--- config.mk ---
export PLATFORM = sky130hd
export DESIGN_NAME = extended_gcd_bezout
export DESIGN_NICKNAME = d
export VERILOG_FILES = /design/src/rtl/egcd_pkg.sv /design/src/rtl/egcd_ctrl.sv /design/src/rtl/egcd_dpath.sv /design/src/rtl/extended_gcd_bezout.sv
export SDC_FILE = /design/constraint.sdc
export NUM_CORES = 1
export LEC_CHECK = 0
export BUFFER_PORTS_ARGS = -buffer_cell sky130_fd_sc_hd__buf_2
export CORE_ASPECT_RATIO = 1.2
export CORE_MARGIN = 2
export CORE_UTILIZATION = 55
export CTS_CLUSTER_DIAMETER = 30
export DETAILED_ROUTE_END_ITERATION = 6
export PLACE_DENSITY = 0.72
export SYNTH_ARGS = -nofsm -noshare
export SYNTH_HDL_FRONTEND = slang
export SYNTH_HIERARCHICAL = 1
export SYNTH_SLANG_ARGS = --single-unit
--- constraint.sdc ---
create_clock -name clock -period 7.1 [get_ports clock]
set_input_delay 0.355 -clock clock [delete_from_list [all_inputs] [get_ports clock]]
set_output_delay 0.355 -clock clock [all_outputs]
set_load 0.01 [all_outputs]
--- src/rtl/egcd_pkg.sv ---
// Package for the extended GCD block: field widths, request and response
// structs, and controller to datapath command and status structs.
// No dependencies.
`default_nettype none

package egcd_pkg;

   localparam int OPND_WIDTH_DEF = 31;  // default operand width
   localparam int IN_WIDTH       = 31;  // operand field width on the port
   localparam int GCD_WIDTH      = 31;
   localparam int COEF_WIDTH     = 32;

   typedef struct packed {
      logic [IN_WIDTH-1:0] first_operand;
      logic [IN_WIDTH-1:0] second_operand;
   } egcd_req_type;

   typedef struct packed {
      logic [GCD_WIDTH-1:0]         gcd_value;
      logic signed [COEF_WIDTH-1:0] coef_larger;
      logic signed [COEF_WIDTH-1:0] coef_smaller;
      logic                         operands_swapped;
   } egcd_rsp_type;

   // controller -> datapath
   typedef struct packed {
      logic load;      // capture and order the operands
      logic div_init;  // clear remainder and products, load dividend
      logic div_step;  // one restoring division bit
      logic update;    // advance remainders and coefficients
   } egcd_cmd_type;

   // datapath -> controller
   typedef struct packed {
      logic rcur_zero;  // current remainder is zero
   } egcd_sts_type;

endpackage

`default_nettype wire

--- src/rtl/egcd_ctrl.sv ---
// Controller state machine for the extended GCD block.
// Depends on egcd_pkg.
`default_nettype none

module egcd_ctrl #(
   parameter int OPERAND_WIDTH = egcd_pkg::OPND_WIDTH_DEF
) (
   input  wire logic                  clock,
   input  wire logic                  reset,
   input  wire logic                  start,
   output logic                       busy,
   output logic                       rsp_strobe,
   input  wire egcd_pkg::egcd_sts_type sts,
   output egcd_pkg::egcd_cmd_type     cmd
);

   localparam int CNT_WIDTH = $clog2(OPERAND_WIDTH);
   localparam logic [CNT_WIDTH-1:0] CNT_LAST = CNT_WIDTH'(OPERAND_WIDTH - 1);

   typedef enum logic [1:0] {
      ST_IDLE,
      ST_CHECK,
      ST_DIV,
      ST_UPDATE
   } state_type;

   state_type             state_ff;
   logic                  busy_ff;
   logic                  strobe_ff;
   logic [CNT_WIDTH-1:0]  cnt_ff;
   logic                  accept;

   assign accept = start && !busy_ff;

   always_comb begin
      cmd          = '0;
      cmd.load     = accept;
      cmd.div_init = (state_ff == ST_CHECK) && !sts.rcur_zero;
      cmd.div_step = (state_ff == ST_DIV);
      cmd.update   = (state_ff == ST_UPDATE);
   end

   always_ff @(posedge clock) begin
      if (reset) begin
         state_ff  <= ST_IDLE;
         busy_ff   <= 1'b0;
         strobe_ff <= 1'b0;
         cnt_ff    <= '0;
      end else begin
         strobe_ff <= 1'b0;
         unique case (state_ff)
            ST_IDLE: begin
               if (accept) begin
                  state_ff <= ST_CHECK;
                  busy_ff  <= 1'b1;
               end
            end
            ST_CHECK: begin
               if (sts.rcur_zero) begin
                  state_ff  <= ST_IDLE;
                  busy_ff   <= 1'b0;
                  strobe_ff <= 1'b1;
               end else begin
                  state_ff <= ST_DIV;
                  cnt_ff   <= '0;
               end
            end
            ST_DIV: begin
               cnt_ff <= cnt_ff + 1'b1;
               if (cnt_ff == CNT_LAST) begin
                  state_ff <= ST_UPDATE;
               end
            end
            ST_UPDATE: begin
               state_ff <= ST_CHECK;
            end
            default: begin
               state_ff <= ST_IDLE;
            end
         endcase
      end
   end

   assign busy       = busy_ff;
   assign rsp_strobe = strobe_ff;

`ifndef SYNTH
   a_strobe_single: assert property (@(posedge clock) disable iff (reset)
      strobe_ff |=> !strobe_ff)
      else $error("response strobe held for more than one cycle");

   a_busy_after_accept: assert property (@(posedge clock) disable iff (reset)
      accept |=> busy_ff)
      else $error("busy not raised after request accepted");

   a_strobe_not_busy: assert property (@(posedge clock) disable iff (reset)
      strobe_ff |-> !busy_ff)
      else $error("response strobe while busy");

   a_div_busy: assert property (@(posedge clock) disable iff (reset)
      (state_ff == ST_DIV) |-> (busy_ff && !strobe_ff))
      else $error("division running outside a request");
`endif

endmodule

`default_nettype wire

--- src/rtl/egcd_dpath.sv ---
// Datapath for the extended GCD block: remainder pair, coefficient pairs,
// radix-2 restoring divider and shift-add quotient products. Depends on egcd_pkg.
`default_nettype none

module egcd_dpath #(
   parameter int OPERAND_WIDTH = egcd_pkg::OPND_WIDTH_DEF
) (
   input  wire logic                   clock,
   input  wire egcd_pkg::egcd_req_type  req_data,
   input  wire egcd_pkg::egcd_cmd_type  cmd,
   output egcd_pkg::egcd_sts_type      sts,
   output egcd_pkg::egcd_rsp_type      rsp_data
);

   localparam int W  = OPERAND_WIDTH;
   localparam int CW = egcd_pkg::COEF_WIDTH;

   logic [W-1:0]  r_prev_ff, r_cur_ff;
   logic [CW-1:0] s_prev_ff, s_cur_ff, t_prev_ff, t_cur_ff;
   logic          swapped_ff;

   logic [W-1:0]  rem_ff, dvd_ff;
   logic [CW-1:0] acc_s_ff, acc_t_ff;

   logic [W-1:0]  opnd_a, opnd_b;
   logic [W:0]    rem_sh;
   logic          q_bit;
   logic [W-1:0]  rem_in;
   logic [CW-1:0] acc_s_in, acc_t_in;

   assign opnd_a = W'(req_data.first_operand);
   assign opnd_b = W'(req_data.second_operand);

   // one restoring division step
   assign rem_sh   = {rem_ff, dvd_ff[W-1]};
   assign q_bit    = (rem_sh >= {1'b0, r_cur_ff});
   assign rem_in   = q_bit ? W'(rem_sh - {1'b0, r_cur_ff}) : rem_sh[W-1:0];
   // quotient times coefficient, built MSB first, modulo 2^32
   assign acc_s_in = {acc_s_ff[CW-2:0], 1'b0} + (q_bit ? s_cur_ff : '0);
   assign acc_t_in = {acc_t_ff[CW-2:0], 1'b0} + (q_bit ? t_cur_ff : '0);

   always_ff @(posedge clock) begin
      if (cmd.load) begin
         if (opnd_a < opnd_b) begin
            r_prev_ff  <= opnd_b;
            r_cur_ff   <= opnd_a;
            swapped_ff <= 1'b1;
         end else begin
            r_prev_ff  <= opnd_a;
            r_cur_ff   <= opnd_b;
            swapped_ff <= 1'b0;
         end
         s_prev_ff <= CW'(1);
         s_cur_ff  <= '0;
         t_prev_ff <= '0;
         t_cur_ff  <= CW'(1);
      end else if (cmd.update) begin
         r_prev_ff <= r_cur_ff;
         r_cur_ff  <= rem_ff;
         s_prev_ff <= s_cur_ff;
         s_cur_ff  <= s_prev_ff - acc_s_ff;
         t_prev_ff <= t_cur_ff;
         t_cur_ff  <= t_prev_ff - acc_t_ff;
      end

      if (cmd.div_init) begin
         rem_ff   <= '0;
         dvd_ff   <= r_prev_ff;
         acc_s_ff <= '0;
         acc_t_ff <= '0;
      end else if (cmd.div_step) begin
         rem_ff   <= rem_in;
         dvd_ff   <= {dvd_ff[W-2:0], 1'b0};
         acc_s_ff <= acc_s_in;
         acc_t_ff <= acc_t_in;
      end
   end

   assign sts.rcur_zero = (r_cur_ff == '0);

   assign rsp_data.gcd_value        = egcd_pkg::GCD_WIDTH'(r_prev_ff);
   assign rsp_data.coef_larger      = s_prev_ff;
   assign rsp_data.coef_smaller     = t_prev_ff;
   assign rsp_data.operands_swapped = swapped_ff;

endmodule

`default_nettype wire

--- src/rtl/extended_gcd_bezout.sv ---
// Top level of the extended GCD block: controller and datapath.
// Depends on egcd_pkg, egcd_ctrl and egcd_dpath.
//
// Usage
//   Request: drive req_data and raise start; the request is taken at a
//   rising edge where start is high and busy is low. Operands are masked or
//   zero-extended to OPERAND_WIDTH and ordered larger first.
//   Response: rsp_data is valid for the single cycle in which rsp_strobe is
//   high; the receiver must take it then, it cannot stall the block.
// Operation
//   One request at a time. With k Euclid iterations the strobe follows
//   acceptance after k iterations and a final remainder test: each iteration
//   is a remainder test, OPERAND_WIDTH steps of the radix-2 divider and an
//   update. At 31 bits k is at most 44 (consecutive Fibonacci operands).
//   busy falls with the strobe, so the next request may be taken in the
//   strobe cycle itself.
// Reset
//   Synchronous, active high; returns the controller to idle with busy and
//   rsp_strobe low. Datapath registers are not reset.
`default_nettype none

module extended_gcd_bezout #(
   parameter int OPERAND_WIDTH = egcd_pkg::OPND_WIDTH_DEF
) (
   input  wire logic                   clock,
   input  wire logic                   reset,
   input  wire logic                   start,
   output logic                        busy,
   input  wire egcd_pkg::egcd_req_type  req_data,
   output logic                        rsp_strobe,
   output egcd_pkg::egcd_rsp_type      rsp_data
);

   // command and status between controller and datapath
   egcd_pkg::egcd_cmd_type cmd;
   egcd_pkg::egcd_sts_type sts;

   egcd_ctrl #(
      .OPERAND_WIDTH(OPERAND_WIDTH)
   ) u_ctrl (
      .clock      (clock),
      .reset      (reset),
      .start      (start),
      .busy       (busy),
      .rsp_strobe (rsp_strobe),
      .sts        (sts),
      .cmd        (cmd)
   );

   // response fields sit in datapath registers, stable while idle
   egcd_dpath #(
      .OPERAND_WIDTH(OPERAND_WIDTH)
   ) u_dpath (
      .clock    (clock),
      .req_data (req_data),
      .cmd      (cmd),
      .sts      (sts),
      .rsp_data (rsp_data)
   );

endmodule

`default_nettype wire
Word-level counts from Yosys, hierarchy flattened

Index checks and enable logic that the tools add are counted.

Word-level logic and storage cells: 68
Input bits: 65
Flip-flop bits (word level): 326
Output and inout port bits: 98

Add/subtract/negate cells: 6
$lt $le $gt $ge: 2
Bitwise logic cells: 1
Reduce and logical (&&, ||, !) cells: 14
Multiplexer cells: 22
Equal/unequal tests: 8

Operators by type and width:

| kind                | count |
|---|---|
| $mux 31             | 9 |
| $add 32x32->32      | 2 |
| $mux 32             | 2 |
| $sub 32x32->32      | 2 |
| $ge 32x31->1        | 1 |
| $logic_not 31->1    | 1 |
| $lt 31x31->1        | 1 |
| $sub 31x31->31      | 1 |
| $pmux 5 s2          | 1 |
| $pmux 2 s4          | 1 |
| $reduce_bool 2->1   | 4 |
| $mux 2              | 3 |
| $ne 2x1->1 const B  | 3 |
| $add 5x1->5 const B | 1 |
| $eq 5x5->1 const B  | 1 |
| $mux 5              | 1 |
| $eq 2x2->1 const B  | 2 |
| $mux 1              | 4 |
| $reduce_and 2->1    | 2 |
| $reduce_and 3->1    | 1 |
| $eq 2x1->1 const B  | 1 |
| $logic_and 1x1->1   | 2 |
| $logic_not 1->1     | 2 |
| $logic_not 2->1     | 1 |
| 4 further kinds     | 4 |

Logic depth before layout (Yosys ltp)

Gate-level depths: netlist (run 1).

Word-level depth: 4
Gate-level depth with buffers: 25
Mapped depth without buffers: 23

Cells and area by module

Netlist (run 1), hierarchy kept.

By module, submodules not included:

| module     | area each (sq um) | times used | cells an instance | sequential area each (sq um) |
|---|---|---|---|---|
| egcd_dpath | 21,041.4          | 1          | 2,398             | 7,287.0 |
| egcd_ctrl  | 526.8             | 1          | 61                | 180.2 |

Worst setup path before layout (run 1)

Ideal clock, no wire load.

Path type: register to register
Start point: register u_dpath.r_cur_ff[25]
End point: register u_dpath.acc_s_ff[31]
Data arrival time: 4,975 ps
Path buffers: 2
Setup slack: 2,040 ps
Stages on the path, launching flop included: 25
Cells stage by stage: edfxtp_1 inv_1 ha_1 a21o_1 a21oi_1 o21bai_1 a21o_1 a21o_1 a211o_1 nor2_4 buf_2 buf_2 nor2b_1 ha_1 fa_1 a211oi_1 nor2_1 o31ai_1 a21oi_1 a41oi_2 o311ai_1 a31o_1 a21oi_1 xor2_1 a211oi_1

Longest elaborated chain between the ends: 3

RTL lines:

| what                                                | RTL line                           | text |
|---|---|---|
| start: declaration                                  | egcd_dpath.sv:18                   | `logic [W-1:0] r_prev_ff, r_cur_ff;` |
| start signal: assignment                            | egcd_dpath.sv:46                   | `r_cur_ff <= opnd_a;` |
| start signal: assignment                            | egcd_dpath.sv:50                   | `r_cur_ff <= opnd_b;` |
| start signal: assignment                            | egcd_dpath.sv:59                   | `r_cur_ff <= rem_ff;` |
| $ge 32x31->1 or $logic_not 31->1 (tied branches)    | egcd_dpath.sv:36, egcd_dpath.sv:79 |  |
| $mux 32 or $logic_not 1->1 (tied branches)          | egcd_dpath.sv:39, egcd_ctrl.sv:38  |  |
| $add 32x32->32 or $logic_and 1x1->1 (tied branches) | egcd_dpath.sv:39, egcd_ctrl.sv:38  |  |
| end signal: assignment                              | egcd_dpath.sv:74                   | `acc_s_ff <= acc_s_in;` |
| end: declaration                                    | egcd_dpath.sv:23                   | `logic [CW-1:0] acc_s_ff, acc_t_ff;` |

Parallel ways exist; a longest one is shown, timed or not.
A chain may end at the register's enable or synchronous reset.

Worst setup path after layout (run 1)

Start point: register u_dpath.r_cur_ff[14]
End point: register u_dpath.acc_t_ff[31]

Longest elaborated chain between the ends: 3

RTL lines:

| what                                                | RTL line                           | text |
|---|---|---|
| $ge 32x31->1 or $logic_not 31->1 (tied branches)    | egcd_dpath.sv:36, egcd_dpath.sv:79 |  |
| $mux 32 or $logic_not 1->1 (tied branches)          | egcd_dpath.sv:40, egcd_ctrl.sv:38  |  |
| $add 32x32->32 or $logic_and 1x1->1 (tied branches) | egcd_dpath.sv:40, egcd_ctrl.sv:38  |  |
| end signal: assignment                              | egcd_dpath.sv:75                   | `acc_t_ff <= acc_t_in;` |
| end: declaration                                    | egcd_dpath.sv:23                   |  |

Parallel ways exist; a longest one is shown, timed or not.

==> run metrics, run 1 <==
hpwl dp=38300 um; gate count after technology mapping=2459; Filler cells=3297; Sum Neg Setup Slack=0 ns; Via density=5.75; n_diodes=0; Buffers on Ports=162; Detailed Routing Iterations Pass 1=5; Yosys cell types=93; Worst EP arrival=6.33 ns; smallest hold slack=0.0358 ns; Post-Route WL=54600 um; Critical Path Start Type=flip-flop; drt drc=0; Max Cap Viol=0; Worst-Skew Late Latency=0.59 ns; Worst-Margin Slew=1.17 ns; global route overflow=0; post-CTS resize count=0; Peak Freq=171 MHz; area leader, netlist=dfxtp_1; Slew Limit Fails=0; post-synth top area share=0.215; top post-synthesis cells by area=dfxtp_1 (22%), edfxtp_1 (13%), ha_1 (11%); Synth Register Bits=326; CP Max Fanout=24; core area=0.0387 mm^2; Storage cell area=0.00747 mm^2; Pwr per Cell Area=314 mW/mm^2; maximum VDD drop=0.000223 V; TritonCTS clock tree=built; FP Rows=79; global-route wire length before repair=89700 um; Nets=2871; EDFF count, synth=94; Num CTS Buffers=74; FFs w/ async S/R, synth=0; Crit Path Category=reg2reg; Clock Tree Root=clkbuf_16; mapped cell area=0.0216 mm^2; Worst Hold Class=in2reg; Slew HR=0.218; number of global-route vias before repair=18500; postcts setup bufs=0; 1st-iter DRT viols=968; maximum clock path buffer count=3; die height=221 um; Power, Total=0.00794 W; GRT Total Usage=0.267; RSZ-0062 raised after global routing=no; Worst Path Required=7.58 ns; CTS Hold Bufs=0; CTS Sinks=326; fraction of layout cells with a size suffix above 1=0.139; H-tree depth=3; Placed Instance Area=0.0228 mm^2; initial antenna violation count=0; ys flop type=dfxtp_1; Final Setup Violations=0; maximum number of pins on one net before global-route repair=97; I/O Pins=163; status=complete, no violations; via count=18400; full die area=0.0408 mm^2; area occupied by multi-input gates=0.0130 mm^2; Routed Antenna Nets=0; detail-routed net length per standard cell=17.1 um; Leakage=11.1 nW; Clk pin slew, worst setup/hold paths=0.05 ns; Net Count, Synth=2718; Min Clock Period, post-route=5.85 ns; Die Wd=185 um; post-route design area=0.0253 mm^2; Syn. warnings=6; skew final=0.0188 ns; final hold vios=0; Synth Area per Inst=8.77 um^2; routability cong.=0.949; Setup crit end kind=flip-flop; crit share post-route=0.824; post-synthesis sequential area ratio=0.346; Layout area overhead=17.3%; Starting Density=0.557
-- cell usage after synthesis (17+ instances only) --
cell / n
o211ai_1: 17
ha_1: 189
nand2b_1: 19
a211oi_1: 40
mux2_2: 30
o21bai_1: 27
o22ai_1: 23
nand2_1: 114
a31oi_1: 17
a21oi_1: 231
dfxtp_1: 232
nor2_1: 306
edfxtp_1: 94
nor3_1: 29
nand4_1: 25
mux2i_1: 175
clkbuf_1: 67
o21ai_0: 55
inv_1: 182
o21ai_1: 43
a21o_1: 74
nand3_1: 27
nor2b_1: 81
xnor2_1: 72
xor2_1: 53
o21a_1: 17
and3_1: 20
-- stage by stage --
stage               setup WS, ns  utilization  std cells
detailed placement          1.28        0.589       3062
global placement            1.44        0.589       3062
global route               0.867        0.653       3200
finish                      1.25        0.653       3200
floorplan                   2.04            -       2459
CTS                         1.26        0.653       3200
-- registers in the layout, indices dropped and copies added, names as in the netlist, 2 cells and up --
| signal | cells |
|---|---|
| u_ctrl/cnt_ff | 5 |
| u_ctrl/state_ff | 2 |
| u_dpath/acc_s_ff | 32 |
| u_dpath/acc_t_ff | 32 |
| u_dpath/dvd_ff | 31 |
| u_dpath/r_cur_ff | 31 |
| u_dpath/r_prev_ff | 31 |
| u_dpath/rem_ff | 31 |
| u_dpath/s_cur_ff | 32 |
| u_dpath/s_prev_ff | 32 |
| u_dpath/t_cur_ff | 32 |
| u_dpath/t_prev_ff | 32 |
-- layout make-up --
cell class	instances	share of cell area
clock inverters	40	0.0146
flip-flops and latches	326	0.295
multi-input cells	1845	0.516
clock buffers	98	0.0832
inverters	185	0.0275
well taps	526	0.0260
repair buffers	180	0.0379
-- cells by family (layout without fill, tap and decap cells) --
logic type,after synthesis,count (layout),share of synthesized area
compound gates,649,649,0.194
xor+xnor,125,125,0.0508
simple gates,670,670,0.145
flops,326,326,0.346
buf+inv,288,503,0.0518
fa+ha+maj,194,194,0.114
mux,207,207,0.0979
-- critical path: stages (launching register included) --
cell and delay [ns]:
edfxtp_1 0.38, inv_1 0.06, ha_1 0.35, a21o_1 0.19, a21oi_2 0.19, o211ai_1 0.17, a311o_1 0.34, o21ai_1 0.21
a21oi_4 0.13, nor2_4 0.52, buf_4 0.30, nor2b_1 0.06, ha_1 0.20, fa_1 0.43, a211oi_2 0.27, o21ai_1 0.12
a21oi_2 0.25, o21ai_2 0.14, a31o_2 0.31, a221oi_4 0.26, o21bai_1 0.12, a22o_1 0.25, and4_1 0.22, a2111oi_2 0.27
-- layout by cell type, fill, tap and decap left out, drive strengths merged, types with 6 or more instances in the layout --
cell type,netlist,routed
nor2,307,307
nand4,25,25
a21o,74,74
a22o,10,10
o311ai,6,6
o211ai,18,18
a31oi,18,18
mux2,32,32
mux2i,175,175
a32oi,9,9
nor4,12,12
nor2b,82,82
a21oi,234,234
and3,20,20
xnor2,72,72
a211oi,43,43
o22ai,23,23
clkinv,2,22
or3,7,7
o31ai,18,18
nand2,114,114
clkinvlp,0,9
buf,35,180
o21ai,99,99
and2,7,7
ha,189,189
nand2b,19,19
edfxtp,94,94
xor2,53,53
o21bai,27,27
inv,183,190
clkbuf,68,98
dfxtp,232,232
nand3,27,27
nor3,29,29
o21a,17,17
-- per-layer routing --
metal / vias up / track usage / routed length [um]
li1: 9117 / - / -
met1: 8709 / 0.311 / 22700
met2: 469 / 0.480 / 27400
met3: 116 / 0.0439 / 2730
met4: 0 / 0.114 / 1760
met5: - / 0 / 0
-- power breakdown --
part           total [W]  switching [W]  internal [W]
clock            0.00331        0.00108       0.00223
sequential       0.00243       0.000156       0.00227
combinational    0.00221        0.00133      0.000876
total            0.00794        0.00257       0.00537
-- path summary, 6_finish.rpt --
path / slack (ns) / endpoint / start / cells past startpoint
worst max-delay path: 1.25 / u_dpath/acc_t_ff[31] / u_dpath/r_cur_ff[14] / 23
worst min-delay path: 0.04 / u_ctrl/cnt_ff[1] / reset / 2
worst max register to register: 1.25 / u_dpath/acc_t_ff[31] / u_dpath/r_cur_ff[14] / 23
worst min register to register: 0.46 / u_dpath/s_cur_ff[28] / u_dpath/s_cur_ff[28] / 2
(Power assumes the default switching activity.)
==> run 2, diff against run 1 <==
ABC_AREA = 1   (was not set)
PLACE_DENSITY = 0.75   (was 0.72)
clock period = 5 ns   (was 7.1 ns; I/O delays follow)
==> run 2 against run 1 <==
Against the previous run:
- clock skew is 0.0067 ns higher
- largest power group is now combinational cells
- power is 90% higher
- via count is 32% higher
- non-clock buffer count is 6 higher
- sequential share of layout area is 1.9 points lower
- clock power is 56% higher
- final cell count is 32% higher
- die area is 7.0% higher
- synthesized cell count is 40% higher
- area after synthesis is 7.1% higher
- critical path type unchanged
- register-to-register slack worse by 0.50 ns
- worst hold slack better by 0.048 ns
==> run metrics, run 2 <==
register share of total power=0.260; Yosys cell types=51; smallest hold slack=0.0840 ns; Routed Antenna Nets=0; die height=229 um; 1st-iter DRT viols=1733; FFs w/ async S/R, synth=0; gate count after technology mapping=3441; Syn. warnings=6; maximum number of pins on one net before global-route repair=67; most used cell, CP=nand2_1; post-synth top area share=0.201; final hold vios=0; Max Cap Viol=0; Crit Path Category=reg2reg; Detailed Routing Iterations Pass 1=6; drt drc=0; fraction of layout cells with a size suffix above 1=0.0932; Final Setup Violations=0; H-tree depth=3; Worst-Skew Late Latency=0.61 ns; Worst Path Required=5.46 ns; top post-synthesis cells by area=dfxtp_1 (20%), nand2_1 (13%), edfxtp_1 (12%); area leader, netlist=dfxtp_1; switching share of power=0.420; Num CTS Buffers=74; CP Max Fanout=36; mapped cell area=0.0231 mm^2; number of global-route vias before repair=23700; Placed Cells=4068; Die Wd=191 um; Worst EP arrival=4.71 ns; Slew Limit Fails=0; Clock Tree Root=clkbuf_16; Reg2Reg Depth=26; most frequent cells in the layout=nand2_1 (825), inv_1 (476), o21ai_0 (326), a21oi_1 (309), nor2_1 (285); CTS Sinks=326; via count=24300; Peak Freq=235 MHz; core area=0.0417 mm^2; Net Count, Synth=3700; Worst-Margin Slew=1.05 ns; maximum clock path buffer count=3; most common cell after layout, fill and taps aside=nand2_1; Critical Path Start Type=flip-flop; CP max stage delay=0.42 ns; RSZ-0062 raised after global routing=no; Via density=5.78; CP max stage cell=edfxtp_1; post-synthesis sequential area ratio=0.323; Clk network pwr share=0.342; Comb power frac=0.398; detail-routed net length per standard cell=19.2 um; Pwr per Cell Area=558 mW/mm^2; Buffers on Ports=162; full die area=0.0437 mm^2; status=complete, no violations; Internal=0.00875 W; Layout area overhead=16.9%; crit share post-route=0.850; EDFF count, synth=94; I/O Pins=163; Setup crit end kind=flip-flop; ys flop type=dfxtp_1; Leakage=13.1 nW; worst hold stages=5; Psw=0.00634 W; top post-synthesis cells by count=nand2_1 (826), inv_1 (481), o21ai_0 (326), a21oi_1 (309), nor2_1 (288); initial antenna violation count=8; Starting Density=0.555; FP Rows=82; Sum Neg Setup Slack=0 ns; GRT Total Usage=0.368; postcts setup bufs=0; Layout Cells excl Fill=4212; Nets=3858; maximum VDD drop=0.000458 V; Synth Register Bits=326; global route overflow=0; top-count cell post-synth=nand2_1; routability cong.=1.02; Post-Route WL=81100 um; Clk pin slew, worst setup/hold paths=0.05 ns; global-route wire length before repair=126000 um; TritonCTS clock tree=built; Synth Area per Inst=6.71 um^2; Min Clock Period, post-route=4.25 ns; Worst Hold Class=in2reg; hpwl dp=61000 um; skew final=0.0255 ns; Slew HR=0.298
run 2: changes by cell type in the layout (fill, tap and decap cells not counted), sizes merged, moves of 76 or more:
cell and change:
a21oi +76, inv +301, mux2i -175, nand2 +718, nand3 +246, nor2b -82, o21ai +260
run 2: final timing paths:
check | start | slack [ns] | end
setup reg to reg | u_dpath/r_cur_ff[0] | 0.75 | u_dpath/acc_s_ff[30]
setup / recovery | u_dpath/r_cur_ff[0] | 0.75 | u_dpath/acc_s_ff[30]
hold reg to reg | u_dpath/acc_t_ff[25] | 0.48 | u_dpath/acc_t_ff[25]
hold / removal | req_data[29] | 0.08 | u_dpath/r_cur_ff[29]
run 2: logic make-up (layout without fill, tap and decap cells):
| logic type | after synthesis | after routing | share of synthesized area |
|---|---|---|---|
| AO/OA/AOI/OAI | 783 | 783 | 0.182 |
| XOR/XNOR | 47 | 47 | 0.0178 |
| adder cells (fa/ha/maj) | 194 | 194 | 0.107 |
| buffers and inverters | 589 | 808 | 0.101 |
| flip-flops | 326 | 326 | 0.323 |
| other | 0 | 6 | 0 |
| AND/OR/NAND/NOR | 1502 | 1502 | 0.270 |
run 2: cell type report:
cell class	instances	area (um^2)
fill	3822	14600
sequential	326	7470
clock buffer	91	2030
timing repair buffer	186	1020
tap	546	683
clock inverter	46	649
inverter	485	1820
antenna	6	15.0
multi-input combinational	2526	13300
run 2: power groups by stage:
stage | clock network (W) | registers (W) | logic [W]
2_1_floorplan | 0 | 0.00386 | 0.00401
3_3_place_gp | 0 | 0.00393 | 0.00571
3_5_place_dp | 0 | 0.00394 | 0.00579
4_1_cts | 0.00520 | 0.00392 | 0.00586
5_1_grt | 0.00535 | 0.00397 | 0.00659
6_report | 0.00517 | 0.00392 | 0.00600
run 2: stage by stage:
step                area (um^2)   util  setup slack, ns  power (W)
global placement          24300  0.584            0.949    0.00964
global route              27000  0.649            0.383     0.0159
detailed placement        24300  0.584            0.855    0.00973
CTS                       27000  0.648            0.784     0.0150
floorplan                 23100      -             1.52    0.00788
finish                    27000  0.649            0.748     0.0151
run 2: repair_timing:
action / CTS / global route
hold endpoints to repair: 6 / 0
resized for setup: 0 / 0
hold buffers: 1 / 0
run 2: critical path: cells and delay by family (launching register included):
| family | cells | cell delay [ns] |
|---|---|---|
| AOI/OAI and AO/OA | 2 | 0.39 |
| adders and majority gates | 3 | 0.96 |
| and+or+nand+nor | 18 | 1.95 |
| DFF | 1 | 0.42 |
| buffers and inverters | 3 | 0.35 |
run 2: routing by layer:
layer  GRT usage  part of all wire  vias up
li1            -                 -    11800
met1       0.435              0.40    11300
met2       0.624              0.48     1015
met3      0.0590             0.069      220
met4       0.219             0.057        2
met5           0           0.00015        -
